--- config.mk ---
export PLATFORM = sky130hd
export DESIGN_NAME = chiptune_step_sequencer_synth_top
export DESIGN_NICKNAME = d
export VERILOG_FILES = /design/src/rtl/core/ctss_pkg.sv /design/src/rtl/core/chiptune_step_sequencer_synth_top.sv
export SDC_FILE = /design/constraint.sdc
export NUM_CORES = 2
export LEC_CHECK = 0
export BUFFER_PORTS_ARGS = -buffer_cell sky130_fd_sc_hd__clkbuf_2
export CORE_UTILIZATION = 27
export CTS_BUF_LIST = sky130_fd_sc_hd__clkbuf_16
export DETAILED_ROUTE_END_ITERATION = 8
export PLACE_DENSITY = 0.51
export RECOVER_POWER = 100
export SYNTH_ARGS = -nofsm -noshare
export SYNTH_HDL_FRONTEND = slang
export SYNTH_SLANG_ARGS = --single-unit
export TNS_END_PERCENT = 30
--- constraint.sdc ---
create_clock -name clk -period 15.6 [get_ports clk]
set_clock_uncertainty 0.15 [all_clocks]
set_input_delay 3.12 -clock clk [delete_from_list [all_inputs] [get_ports clk]]
set_output_delay 3.12 -clock clk [all_outputs]
set_load 0.02 [all_outputs]
--- src/rtl/core/ctss_pkg.sv ---
`timescale 1ns / 1ps
// Shared types, codes and lookup tables for the chiptune step sequencer synth.
// Has no dependencies; every other file of the block refers to it by scoped names.
package ctss_pkg;

	typedef enum logic [1:0] {
		KIND_TICK  = 2'd0,
		KIND_WRITE = 2'd1,
		KIND_START = 2'd2,
		KIND_STOP  = 2'd3
	} kind_t;

	typedef enum logic [2:0] {
		EFF_NONE     = 3'd0,
		EFF_SLIDE    = 3'd1,
		EFF_VIBRATO  = 3'd2,
		EFF_DROP     = 3'd3,
		EFF_FADE_IN  = 3'd4,
		EFF_FADE_OUT = 3'd5
	} effect_t;

	localparam logic [2:0] WAVE_TRIANGLE = 3'd0;
	localparam logic [2:0] WAVE_SQUARE   = 3'd1;
	localparam logic [2:0] WAVE_SAW      = 3'd2;
	localparam logic [2:0] WAVE_PULSE    = 3'd3;
	localparam logic [2:0] WAVE_NOISE    = 3'd4;

	localparam logic [2:0] CFG_A4_INC     = 3'd0;
	localparam logic [2:0] CFG_FRAC_INC   = 3'd1;
	localparam logic [2:0] CFG_VIB_RATE   = 3'd2;
	localparam logic [2:0] CFG_LOOP_START = 3'd3;
	localparam logic [2:0] CFG_LOOP_END   = 3'd4;

	localparam int MUL_AW = 24;
	localparam int MUL_BW = 18;
	localparam int MUL_PW = MUL_AW + MUL_BW;

	// Pitch offset that maps 1/16 semitone pitch to four octaves below A4.
	localparam logic [11:0] PITCH_BIAS = 12'd240;
	localparam logic [23:0] AMP_SCALE  = 24'd19660;
	// floor(2^16 / 7), the reciprocal used for the final divide by seven.
	localparam logic [17:0] RECIP7     = 18'd9362;

	typedef enum logic [3:0] {
		ST_IDLE, ST_CHK, ST_RD0, ST_RD1, ST_RD2, ST_P16, ST_OCT, ST_SF,
		ST_INC, ST_K, ST_G, ST_WL, ST_WH, ST_DQ, ST_FIN, ST_OUT
	} state_t;

	typedef struct packed {
		logic [2:0] effect;
		logic [2:0] loud;
		logic [2:0] wave;
		logic [5:0] pitch;
	} step_t;

	function automatic logic [16:0] semi_ratio(input logic [3:0] idx);
		logic [16:0] v;
		case (idx)
			4'd0:    v = 17'd65536;
			4'd1:    v = 17'd69433;
			4'd2:    v = 17'd73562;
			4'd3:    v = 17'd77936;
			4'd4:    v = 17'd82570;
			4'd5:    v = 17'd87480;
			4'd6:    v = 17'd92682;
			4'd7:    v = 17'd98193;
			4'd8:    v = 17'd104032;
			4'd9:    v = 17'd110218;
			4'd10:   v = 17'd116772;
			4'd11:   v = 17'd123715;
			default: v = 17'd0;
		endcase
		return v;
	endfunction

	function automatic logic [16:0] fine_ratio(input logic [3:0] idx);
		logic [16:0] v;
		case (idx)
			4'd0:    v = 17'd65536;
			4'd1:    v = 17'd65773;
			4'd2:    v = 17'd66011;
			4'd3:    v = 17'd66250;
			4'd4:    v = 17'd66489;
			4'd5:    v = 17'd66730;
			4'd6:    v = 17'd66971;
			4'd7:    v = 17'd67213;
			4'd8:    v = 17'd67456;
			4'd9:    v = 17'd67700;
			4'd10:   v = 17'd67945;
			4'd11:   v = 17'd68191;
			4'd12:   v = 17'd68438;
			4'd13:   v = 17'd68685;
			4'd14:   v = 17'd68933;
			default: v = 17'd69183;
		endcase
		return v;
	endfunction

	function automatic logic [10:0] vib_thresh(input logic [2:0] idx);
		logic [10:0] v;
		case (idx)
			3'd0:    v = 11'd41;
			3'd1:    v = 11'd123;
			3'd2:    v = 11'd207;
			3'd3:    v = 11'd295;
			3'd4:    v = 11'd389;
			3'd5:    v = 11'd494;
			3'd6:    v = 11'd618;
			default: v = 11'd792;
		endcase
		return v;
	endfunction

	// Sine offset in 1/16 semitone, rounded, from a 12-bit vibrato phase.
	function automatic logic signed [4:0] vib_offset(input logic [11:0] ph);
		logic [10:0] r;
		logic [4:0]  mag;
		r   = {1'b0, ph[9:0]};
		mag = 5'd0;
		if (ph[10])
			r = 11'd1024 - r;
		for (int i = 0; i < 8; i++)
			if (r >= vib_thresh(3'(i)))
				mag = mag + 5'd1;
		return ph[11] ? -$signed(mag) : $signed(mag);
	endfunction

	function automatic logic [31:0] xorshift32(input logic [31:0] s);
		logic [31:0] x;
		x = s;
		x = x ^ (x << 13);
		x = x ^ (x >> 17);
		x = x ^ (x << 5);
		return x;
	endfunction

endpackage

--- src/rtl/core/chiptune_step_sequencer_synth_top.sv ---
`timescale 1ns / 1ps
// Top level of the chiptune step sequencer synth: pattern store, sequencer and datapath.
// Depends on ctss_pkg for codes, tables and the state type.

// Each tick word yields one audio sample; write, start and stop words update the
// pattern or playback state and yield no output word. A tick occupies the block through
// a run of states in which a small sequencer reuses the single shared 24x18 multiplier
// for the slide or vibrato product, the pitch ratio, the phase increment and the
// amplitude chain, plus two reads of the pattern memory; a tick heard while stopped
// goes straight to the output with a silent sample, and non-tick words complete in the
// cycle they are accepted. The finished sample sits in an output register, so a new word is taken
// while the previous sample still waits for out_ready. The pattern memory needs no
// clearing pass: per-step valid bits make unwritten steps read as silent.
module chiptune_step_sequencer_synth_top #(
	parameter int STEP_COUNT = 32
) (
	input  logic        clk,
	input  logic        arst_n,
	input  logic        in_valid,
	output logic        in_ready,
	input  logic [1:0]  kind,
	input  logic [4:0]  step_slot,
	input  logic [5:0]  note_pitch,
	input  logic [2:0]  wave_shape,
	input  logic [2:0]  loudness,
	input  logic [2:0]  effect_code,
	output logic        out_valid,
	input  logic        out_ready,
	output logic signed [15:0] audio_sample,
	output logic        is_playing,
	output logic [5:0]  current_step,
	input  logic        cfg_valid,
	output logic        cfg_ready,
	input  logic [2:0]  cfg_index,
	input  logic [23:0] cfg_data
);

	localparam int AW = (STEP_COUNT > 1) ? $clog2(STEP_COUNT) : 1;
	localparam int PW = $clog2(STEP_COUNT + 1);

	ctss_pkg::state_t state_q, state_d;

	// Configuration registers.
	logic [23:0] a4_inc_q;
	logic [15:0] frac_inc_q;
	logic [12:0] vib_rate_q;
	logic [4:0]  loop_start_q;
	logic [5:0]  loop_end_q;

	// Playback state.
	logic          running_q;
	logic [PW-1:0] pos_q;
	logic [15:0]   frac_q;
	logic [23:0]   phase_q;
	logic [31:0]   lfsr_q;

	// Pattern memory and its valid bits.
	ctss_pkg::step_t     mem [STEP_COUNT];
	logic [STEP_COUNT-1:0] vld_q;
	ctss_pkg::step_t     rd_q;
	logic                rd_vld_q;
	logic [AW-1:0]       rd_addr;
	ctss_pkg::step_t     rd_entry;

	// Working registers of one tick.
	ctss_pkg::step_t    ent_q;
	logic [5:0]         prev_pitch_q;
	logic signed [11:0] p16_q;
	logic [2:0]         oct_q;
	logic [23:0]        inc_q;
	logic [34:0]        g_q;
	logic [33:0]        plo_q;
	logic [17:0]        q_q;
	logic signed [15:0] sample_q;

	// Shared multiplier.
	logic [ctss_pkg::MUL_AW-1:0] mul_a;
	logic [ctss_pkg::MUL_BW-1:0] mul_b;
	logic [ctss_pkg::MUL_PW-1:0] prod_q;

	logic accept, tick_accept, write_en, out_load;

	assign cfg_ready   = 1'b1;
	assign in_ready    = (state_q == ctss_pkg::ST_IDLE);
	assign accept      = in_valid && in_ready;
	assign tick_accept = accept && (kind == ctss_pkg::KIND_TICK);
	assign write_en    = accept && (kind == ctss_pkg::KIND_WRITE) &&
		(7'(step_slot) < 7'(STEP_COUNT));
	assign out_load    = (state_q == ctss_pkg::ST_OUT) && (!out_valid || out_ready);
	assign rd_entry    = rd_vld_q ? rd_q : '0;

	// Derived step values.
	logic [9:0]         pitch16, prev16;
	logic signed [10:0] slide_d;
	logic [9:0]         slide_m;
	logic [16:0]        fade;
	logic               loop_ok;

	assign pitch16 = {ent_q.pitch, 4'b0000};
	// The previous step arrives from memory in the same cycle that the slide product
	// is issued, so it is taken straight from the read port there.
	assign prev16  = {(state_q == ctss_pkg::ST_RD2) ? rd_entry.pitch : prev_pitch_q, 4'b0000};
	assign slide_d = $signed({1'b0, pitch16}) - $signed({1'b0, prev16});
	assign slide_m = slide_d[10] ? 10'(-slide_d) : 10'(slide_d);
	assign loop_ok = (loop_end_q > 6'(loop_start_q)) && (7'(loop_end_q) <= 7'(STEP_COUNT));

	always_comb begin
		case (ent_q.effect)
			ctss_pkg::EFF_FADE_IN:  fade = {1'b0, frac_q};
			ctss_pkg::EFF_FADE_OUT: fade = 17'h10000 - {1'b0, frac_q};
			default:                fade = 17'h10000;
		endcase
	end

	// Waveform value in Q15 from the current phase; the noise wave uses the next
	// generator state, which is committed at the end of a noise tick with nonzero loudness.
	logic [31:0]        noise_nx;
	logic [23:0]        tri_d;
	logic signed [17:0] w_s;
	logic [16:0]        w_mag;

	assign noise_nx = ctss_pkg::xorshift32(lfsr_q);
	assign tri_d    = phase_q[23] ? (phase_q - 24'h800000) : (24'h800000 - phase_q);

	always_comb begin
		case (ent_q.wave)
			ctss_pkg::WAVE_TRIANGLE: w_s = $signed({1'b0, tri_d[23:7]}) - 18'sd32768;
			ctss_pkg::WAVE_SQUARE:   w_s = phase_q[23] ? -18'sd32768 : 18'sd32768;
			ctss_pkg::WAVE_SAW:      w_s = $signed({2'b00, phase_q[23:8]}) - 18'sd32768;
			ctss_pkg::WAVE_PULSE:
				w_s = (phase_q[23:22] == 2'b00) ? 18'sd32768 : -18'sd32768;
			ctss_pkg::WAVE_NOISE:    w_s = $signed({2'b00, noise_nx[15:0]}) - 18'sd32768;
			default:                 w_s = 18'sd0;
		endcase
	end
	assign w_mag = w_s[17] ? 17'(-w_s) : 17'(w_s);

	// Pitch after the effect: from the slide or vibrato product, or from the step position for a drop.
	logic [26:0]        slide_ceil;
	logic signed [11:0] slide_off;
	logic [23:0]        drop_sum;
	logic signed [11:0] p16_new;

	assign slide_ceil = {1'b0, prod_q[25:0]} + 27'h00FFFF;
	assign slide_off  = slide_d[10] ? -$signed({1'b0, slide_ceil[26:16]}) :
		$signed({2'b00, prod_q[25:16]});
	assign drop_sum   = {1'b0, frac_q, 7'b0} + {2'b00, frac_q, 6'b0};

	always_comb begin
		case (ent_q.effect)
			ctss_pkg::EFF_SLIDE:   p16_new = $signed({2'b00, prev16}) + slide_off;
			ctss_pkg::EFF_VIBRATO: p16_new = $signed({2'b00, pitch16}) +
				12'(ctss_pkg::vib_offset(prod_q[27:16]));
			ctss_pkg::EFF_DROP:    p16_new = $signed({2'b00, pitch16}) -
				$signed({4'b0000, drop_sum[23:16]});
			default:               p16_new = $signed({2'b00, pitch16});
		endcase
	end

	// Octave and remainder of the biased pitch: u / 192 by compares.
	logic [10:0] u_pitch;
	logic [2:0]  oct;
	logic [7:0]  rem;

	assign u_pitch = 11'(p16_q + $signed(ctss_pkg::PITCH_BIAS));
	always_comb begin
		oct = 3'd0;
		for (int k = 1; k <= 6; k++)
			if (u_pitch >= 11'(192 * k))
				oct = oct + 3'd1;
	end
	assign rem = 8'(u_pitch - 11'd192 * {8'b0, oct});

	// Amplitude: sum of the two partial products, then divide by seven.
	logic [52:0] amp_sum;
	logic [17:0] est;
	logic [20:0] est_r;
	logic [17:0] quot;
	logic signed [15:0] sample_new;
	logic [16:0] frac_sum;

	assign amp_sum = {prod_q[35:0], 17'b0} + {19'b0, plo_q};
	assign est     = prod_q[33:16];
	assign est_r   = 21'(q_q) - 21'(est) * 21'd7;
	assign quot    = est + ((est_r >= 21'd7) ? 18'd1 : 18'd0) +
		((est_r >= 21'd14) ? 18'd1 : 18'd0);
	assign frac_sum = {1'b0, frac_q} + {1'b0, frac_inc_q};

	always_comb begin
		if (w_s[17])
			sample_new = (quot > 18'd32768) ? -16'sd32768 : 16'(-$signed({1'b0, quot}));
		else
			sample_new = (quot > 18'd32767) ? 16'sd32767 : $signed(16'(quot));
	end

	// Sequencer: next state, memory address and multiplier operands.
	always_comb begin
		state_d = state_q;
		rd_addr = AW'(pos_q);
		mul_a   = '0;
		mul_b   = '0;
		case (state_q)
			ctss_pkg::ST_IDLE: if (tick_accept) state_d = ctss_pkg::ST_CHK;
			ctss_pkg::ST_CHK:  state_d = ctss_pkg::ST_RD0;
			ctss_pkg::ST_RD0:  state_d = running_q ? ctss_pkg::ST_RD1 : ctss_pkg::ST_OUT;
			ctss_pkg::ST_RD1: begin
				rd_addr = (pos_q == '0) ? '0 : AW'(pos_q - PW'(1));
				state_d = ctss_pkg::ST_RD2;
			end
			ctss_pkg::ST_RD2: begin
				if (ent_q.effect == ctss_pkg::EFF_SLIDE) begin
					mul_a = 24'(frac_q);
					mul_b = 18'(slide_m);
				end else begin
					mul_a = 24'({pos_q, frac_q});
					mul_b = 18'(vib_rate_q);
				end
				state_d = ctss_pkg::ST_P16;
			end
			ctss_pkg::ST_P16:  state_d = ctss_pkg::ST_OCT;
			ctss_pkg::ST_OCT: begin
				mul_a   = 24'(ctss_pkg::semi_ratio(rem[7:4]));
				mul_b   = 18'(ctss_pkg::fine_ratio(rem[3:0]));
				state_d = ctss_pkg::ST_SF;
			end
			ctss_pkg::ST_SF: begin
				mul_a   = a4_inc_q;
				mul_b   = 18'(prod_q[32:16]);
				state_d = ctss_pkg::ST_INC;
			end
			ctss_pkg::ST_INC: begin
				mul_a   = ctss_pkg::AMP_SCALE;
				mul_b   = 18'(ent_q.loud);
				state_d = ctss_pkg::ST_K;
			end
			ctss_pkg::ST_K: begin
				mul_a   = 24'(prod_q[17:0]);
				mul_b   = 18'(fade);
				state_d = ctss_pkg::ST_G;
			end
			ctss_pkg::ST_G: begin
				mul_a   = 24'(w_mag);
				mul_b   = {1'b0, prod_q[16:0]};
				state_d = ctss_pkg::ST_WL;
			end
			ctss_pkg::ST_WL: begin
				mul_a   = 24'(w_mag);
				mul_b   = g_q[34:17];
				state_d = ctss_pkg::ST_WH;
			end
			ctss_pkg::ST_WH:   state_d = ctss_pkg::ST_DQ;
			ctss_pkg::ST_DQ: begin
				mul_a   = 24'(q_q);
				mul_b   = ctss_pkg::RECIP7;
				state_d = ctss_pkg::ST_FIN;
			end
			ctss_pkg::ST_FIN:  state_d = ctss_pkg::ST_OUT;
			ctss_pkg::ST_OUT:  if (out_load) state_d = ctss_pkg::ST_IDLE;
			default:           state_d = ctss_pkg::ST_IDLE;
		endcase
	end

	always_ff @(posedge clk or negedge arst_n) begin
		if (!arst_n)
			state_q <= ctss_pkg::ST_IDLE;
		else
			state_q <= state_d;
	end

	// The multiplier result is always registered before use.
	always_ff @(posedge clk) begin
		prod_q <= mul_a * mul_b;
	end

	// Pattern memory: one write port, one registered read port.
	always_ff @(posedge clk) begin
		if (write_en)
			mem[AW'(step_slot)] <= '{effect: effect_code, loud: loudness,
				wave: wave_shape, pitch: note_pitch};
		rd_q <= mem[rd_addr];
	end

	always_ff @(posedge clk or negedge arst_n) begin
		if (!arst_n) begin
			vld_q    <= '0;
			rd_vld_q <= 1'b0;
		end else begin
			if (write_en)
				vld_q[AW'(step_slot)] <= 1'b1;
			rd_vld_q <= vld_q[rd_addr];
		end
	end

	always_ff @(posedge clk or negedge arst_n) begin
		if (!arst_n) begin
			a4_inc_q     <= 24'd334783;
			frac_inc_q   <= 16'd356;
			vib_rate_q   <= 13'd205;
			loop_start_q <= 5'd0;
			loop_end_q   <= 6'd0;
		end else if (cfg_valid) begin
			case (cfg_index)
				ctss_pkg::CFG_A4_INC:     a4_inc_q     <= cfg_data;
				ctss_pkg::CFG_FRAC_INC:   frac_inc_q   <= cfg_data[15:0];
				ctss_pkg::CFG_VIB_RATE:   vib_rate_q   <= cfg_data[12:0];
				ctss_pkg::CFG_LOOP_START: loop_start_q <= cfg_data[4:0];
				ctss_pkg::CFG_LOOP_END:   loop_end_q   <= cfg_data[5:0];
				default: ;
			endcase
		end
	end

	always_ff @(posedge clk or negedge arst_n) begin
		if (!arst_n) begin
			running_q    <= 1'b0;
			pos_q        <= '0;
			frac_q       <= '0;
			phase_q      <= '0;
			lfsr_q       <= 32'd1;
			ent_q        <= '0;
			prev_pitch_q <= '0;
			p16_q        <= '0;
			oct_q        <= '0;
			inc_q        <= '0;
			g_q          <= '0;
			plo_q        <= '0;
			q_q          <= '0;
			sample_q     <= '0;
		end else begin
			if (accept && kind == ctss_pkg::KIND_START) begin
				pos_q     <= '0;
				frac_q    <= '0;
				phase_q   <= '0;
				running_q <= 1'b1;
			end
			if (accept && kind == ctss_pkg::KIND_STOP)
				running_q <= 1'b0;
			case (state_q)
				ctss_pkg::ST_CHK: begin
					// End of pattern: wrap into the loop range or stop.
					if (running_q && 7'(pos_q) >= 7'(STEP_COUNT)) begin
						if (loop_ok) begin
							pos_q  <= PW'(loop_start_q);
							frac_q <= '0;
						end else begin
							running_q <= 1'b0;
						end
					end
				end
				ctss_pkg::ST_RD0: if (!running_q) sample_q <= '0;
				ctss_pkg::ST_RD1: ent_q <= rd_entry;
				ctss_pkg::ST_RD2: prev_pitch_q <= rd_entry.pitch;
				ctss_pkg::ST_P16: p16_q <= p16_new;
				ctss_pkg::ST_OCT: oct_q <= oct;
				ctss_pkg::ST_INC: inc_q <= 24'(prod_q >> (5'd20 - {2'b00, oct_q}));
				ctss_pkg::ST_G:   g_q <= prod_q[34:0];
				ctss_pkg::ST_WL:  plo_q <= prod_q[33:0];
				ctss_pkg::ST_WH:  q_q <= amp_sum[48:31];
				ctss_pkg::ST_FIN: begin
					sample_q <= sample_new;
					if (ent_q.loud != 3'd0 && ent_q.wave == ctss_pkg::WAVE_NOISE)
						lfsr_q <= noise_nx;
					phase_q <= phase_q + inc_q;
					frac_q  <= frac_sum[15:0];
					if (frac_sum[16])
						pos_q <= pos_q + PW'(1);
				end
				default: ;
			endcase
		end
	end

	// Output register: holds the finished sample until it is taken.
	always_ff @(posedge clk or negedge arst_n) begin
		if (!arst_n) begin
			out_valid    <= 1'b0;
			audio_sample <= '0;
			is_playing   <= 1'b0;
			current_step <= '0;
		end else if (out_load) begin
			out_valid    <= 1'b1;
			audio_sample <= sample_q;
			is_playing   <= running_q;
			current_step <= 6'(pos_q);
		end else if (out_ready) begin
			out_valid <= 1'b0;
		end
	end

endmodule

==> flow_summary_export.csv <==
group,metric,value,unit
setup_path,ff2ff_path_depth,42,
timing,unrepaired_setup_endpoints_after_global_routing,"false",
timing,timing.final.max_slew_violations,1129,
detailed_routing,routedWlPerCell,21.89,um
logic_synthesis,synth_top_cell_by_area,"sky130_fd_sc_hd__edfxtp_1",
setup_path,critPathBufInv,4,
setup_path,r2r_slack,1.24,ns
timing,fin_setup_tns,0,ns
setup_path,timing.critical_path.max_delay_family,"adder cells",
setup_path,slowest_cp_cell,"sky130_fd_sc_hd__a221oi_1",
clock_network,cts_inserted_buffers,97,
setup_path,regToRegEndpoint,"prod_q[40]$_DFF_P_",
hold_path,min-delay-path-class,"flop to flop",
clock_network,postCtsSetupRepairBufs,0,
clock_network,clockBufferDepth,3,
logic_synthesis,synth_cell_types,112,
detailed_routing,via_cell_ratio,4.962,
setup_path,setup.worst_path.start,"p16_q[4]$_DFFE_PN0P_",
timing,tightest_slew,5.863,ns
setup_path,endpoint_kind,"flop",
setup_path,critical_path.max_stage_delay,1.62,ns
detailed_routing,detailed_route_drc_error_count,0,
timing,max_clock_freq,69.63,MHz
die,die-width,480.5,um
global_route,total_grt_overflow,0,
global_route,grt_max_degree,145,
placement,place_congestion,0.9133,
logic_synthesis,synth-edff-count,480,
setup_path,arrival_time_worst_endpoint,14.88,ns
flow_run,cap_viol_max_count,29,
logic_synthesis,post_synth_inst_count,6135,
logic_synthesis,top_ff_cell_synth,"sky130_fd_sc_hd__edfxtp_1",
run_status,outcome,"finished with violations",
global_route,total_routing_resource_utilization_after_global_routing,17.26,%
logic_synthesis,postSynthRegisterBits,869,
finish,layout_cell_share_with_drive_strength_beyond_1,8.848,%
global_route,wire_length_of_the_first_global_routing_pass,300.3,mm
clock_network,clock_insertion_delay_worst_skew,0.78,ns
logic_synthesis,post_synth_main_area_contributors,"sky130_fd_sc_hd__edfxtp_1 23%, sky130_fd_sc_hd__fa_1 13%, sky130_fd_sc_hd__dfrtp_1 13%",
timing,layout_worst_path_cycle_share,92.07,%
finish,filler_cell_count,23480,
detailed_routing,drtPass1Iterations,7,
detailed_routing,detailedRoute.firstIterationViolations,3592,
setup_path,worstReg2RegStart,"p16_q[4]$_DFFE_PN0P_",
logic_synthesis,synth_largest_type_area_fraction,23.32,%
run_status,violations,"capacitance limit, slew limit",
die,row_count,175,
clock_network,tritoncts,"done",
die,io_pins,80,
timing,worst_slew_margin_rel,-290.9,%
die,initial_core_util,27.17,%
logic_synthesis,synth-warning-count,0,
clock_network,htree_levels,3,
setup_path,cp_num_cells,42,
hold_path,worst_hold_startpoint,"rd_q[8]$_DFF_P_",
logic_synthesis,avgSynthCellArea,10.08,um^2
global_route,grt_pass1_vias,45660,
timing,final_hold_viol_count,0,
timing,min_period,14.36,ns
timing,finalSetupViolCount,0,
hold_path,worst_hold_path.endpoint,"ent_q[8]$_DFFE_PN0P_",
die,die_area,230900,um^2
placement,place.port_buffers,78,
setup_path,ws_path_type,"flop to flop",
logic_synthesis,synth_area,61810,um^2
detailed_routing,dr_total_vias,45750,
clock_network,post_cts_resized,0,
finish,final_util,30.25,%
detailed_routing,final_antenna_net_count,0,
finish,syn2layout_area_growth,11.31,%
clock_network,clkSinkCount,869,
global_route,initial_antenna_violation_count,22,
detailed_routing,wl,201.8,mm
logic_synthesis,async_reset_ff_share,38.20,%
logic_synthesis,yosysSeqAreaShare,38.65,%
clock_network,worst_setup_hold_path_clk_slew,0.07,ns
clock_network,holdBufCountCts,0,
placement,hpwl_reported_at_the_end_of_detailed_placement,144.2,mm
setup_path,critical_path.startpoint_type,"flop",
hold_path,timing.hold.worst_path_depth,2,
setup_path,critPathMaxFanout,17,
clock_network,clock-root-buffer,"sky130_fd_sc_hd__clkbuf_16",
setup_path,required,16.12,ns
die,design.core.area,227500,um^2
die,die_height,480.5,um
finish,design.final.nets,6889,
## logic make-up (layout without fill, tap and decap cells)
kind of cell    count (synthesis)  in the layout  share of synthesized area (%)
simple gates                 1820           1820                          13.24
compound gates               1251           1251                          13.69
buf+inv                       909            973                          5.605
flops                         869            869                          38.65
fa+ha+maj                     713            713                          19.18
xor+xnor                      351            351                          5.133
mux                           220            220                          4.490
other cells                     2             13                        0.01215
## worst reg2reg max path, delay by kind of cell, from the launching register on
family / cells / cell delay, ns
adders and majority gates: 12 / 4.94
AOI/OAI and AO/OA: 13 / 4.73
and+or+nand+nor: 9 / 1.59
xor gates and xnor gates: 2 / 0.97
muxes: 2 / 0.74
DFF: 1 / 0.73
buffers and inverters: 4 / 0.45
## metal layers
| metal | wire [um] | global-route usage [%] | part of all wire (%) |
|---|---|---|---|
| met5 | 69 | 0 | 0.034 |
| met4 | 7679 | 6.194 | 3.8 |
| met3 | 10820 | 2.732 | 5.4 |
| met2 | 97790 | 29.34 | 48 |
| met1 | 85480 | 22.03 | 42 |
## registers in the layout, indices dropped and copies added (netlist names), 11 cells and up
signal / count
audio_sample: 16
plo_q: 17
mem: 480
prod_q: 42
a4_inc_q: 24
g_q: 18
inc_q: 24
frac_q: 16
vld_q: 32
vib_rate_q: 13
sample_q: 16
q_q: 18
rd_q: 15
ent_q: 15
lfsr_q: 32
p16_q: 11
frac_inc_q: 16
phase_q: 24
## layout by cell type (no fill, tap or decap), types with 36 or more instances in the layout
cell                          n
sky130_fd_sc_hd__nand2_1    893
sky130_fd_sc_hd__inv_1      589
sky130_fd_sc_hd__edfxtp_1   480
sky130_fd_sc_hd__fa_1       391
sky130_fd_sc_hd__nor2_1     378
sky130_fd_sc_hd__ha_1       320
sky130_fd_sc_hd__dfrtp_1    309
sky130_fd_sc_hd__xnor2_1    245
sky130_fd_sc_hd__a21oi_1    243
sky130_fd_sc_hd__o21ai_0    224
sky130_fd_sc_hd__a211oi_1   197
sky130_fd_sc_hd__and2_1     165
sky130_fd_sc_hd__mux2_2     130
sky130_fd_sc_hd__a31oi_1    106
sky130_fd_sc_hd__xor2_1      99
sky130_fd_sc_hd__clkbuf_1    98
sky130_fd_sc_hd__clkbuf_16   97
sky130_fd_sc_hd__buf_4       83
sky130_fd_sc_hd__a21o_1      75
sky130_fd_sc_hd__nand3_1     72
sky130_fd_sc_hd__a311oi_1    67
sky130_fd_sc_hd__dfxtp_1     57
sky130_fd_sc_hd__nor3_1      55
sky130_fd_sc_hd__mux2i_1     53
sky130_fd_sc_hd__or2_2       43
sky130_fd_sc_hd__a22oi_1     42
sky130_fd_sc_hd__nand2b_1    36
## how the worst max path moves through the flow
stage	to	slack, ns
4_1_cts	prod_q[40]$_DFF_P_	1.87
3_3_place_gp	prod_q[40]$_DFF_P_	2.11
3_5_place_dp	prod_q[40]$_DFF_P_	1.90
2_1_floorplan	prod_q[40]$_DFF_P_	3.69
6_report	prod_q[40]$_DFF_P_	1.24
5_1_grt	prod_q[40]$_DFF_P_	0.43
## metrics by stage
stage,hold slack [ns],instances,setup WS [ns],cell area [um^2]
floorplan,0.2765,6141,3.694,61840
global placement,0.2866,9032,2.112,65970
detailed placement,0.2893,9032,1.896,65970
CTS,0.2976,9214,1.873,69160
global route,0.3217,9219,0.4254,68810
finish,0.2920,9219,1.238,68810
## layout make-up
cell class / instances / area, um^2 / area share, %
tap: 3009 / 3765 / 5.472
sequential: 869 / 23890 / 34.72
inverter: 576 / 2163 / 3.144
clock inverter: 85 / 757.0 / 1.100
timing repair buffer: 215 / 1176 / 1.709
multi-input combinational: 4363 / 34610 / 50.31
clock buffer: 97 / 2427 / 3.528
antenna: 5 / 12.51 / 0.01818
## synthesized netlist by cell type (all sizes together), types with 31 or more instances
cell,instances
mux4,31
o21ai,235
a21o,76
and2,171
or2,43
ha,322
nor2b,34
fa,391
a22oi,42
nor3,57
a21oi,249
a31oi,107
mux2i,54
dfrtp,309
a211oi,199
edfxtp,480
xor2,99
nand3,72
a311oi,67
nand2,894
mux2,135
dfxtp,57
clkbuf,299
inv,574
nor2,386
nand2b,36
buf,34
xnor2,248
o21bai,33
Power is not shown: default switching activity piles up to over one toggle a cycle in this logic, so the estimate is an artifact.
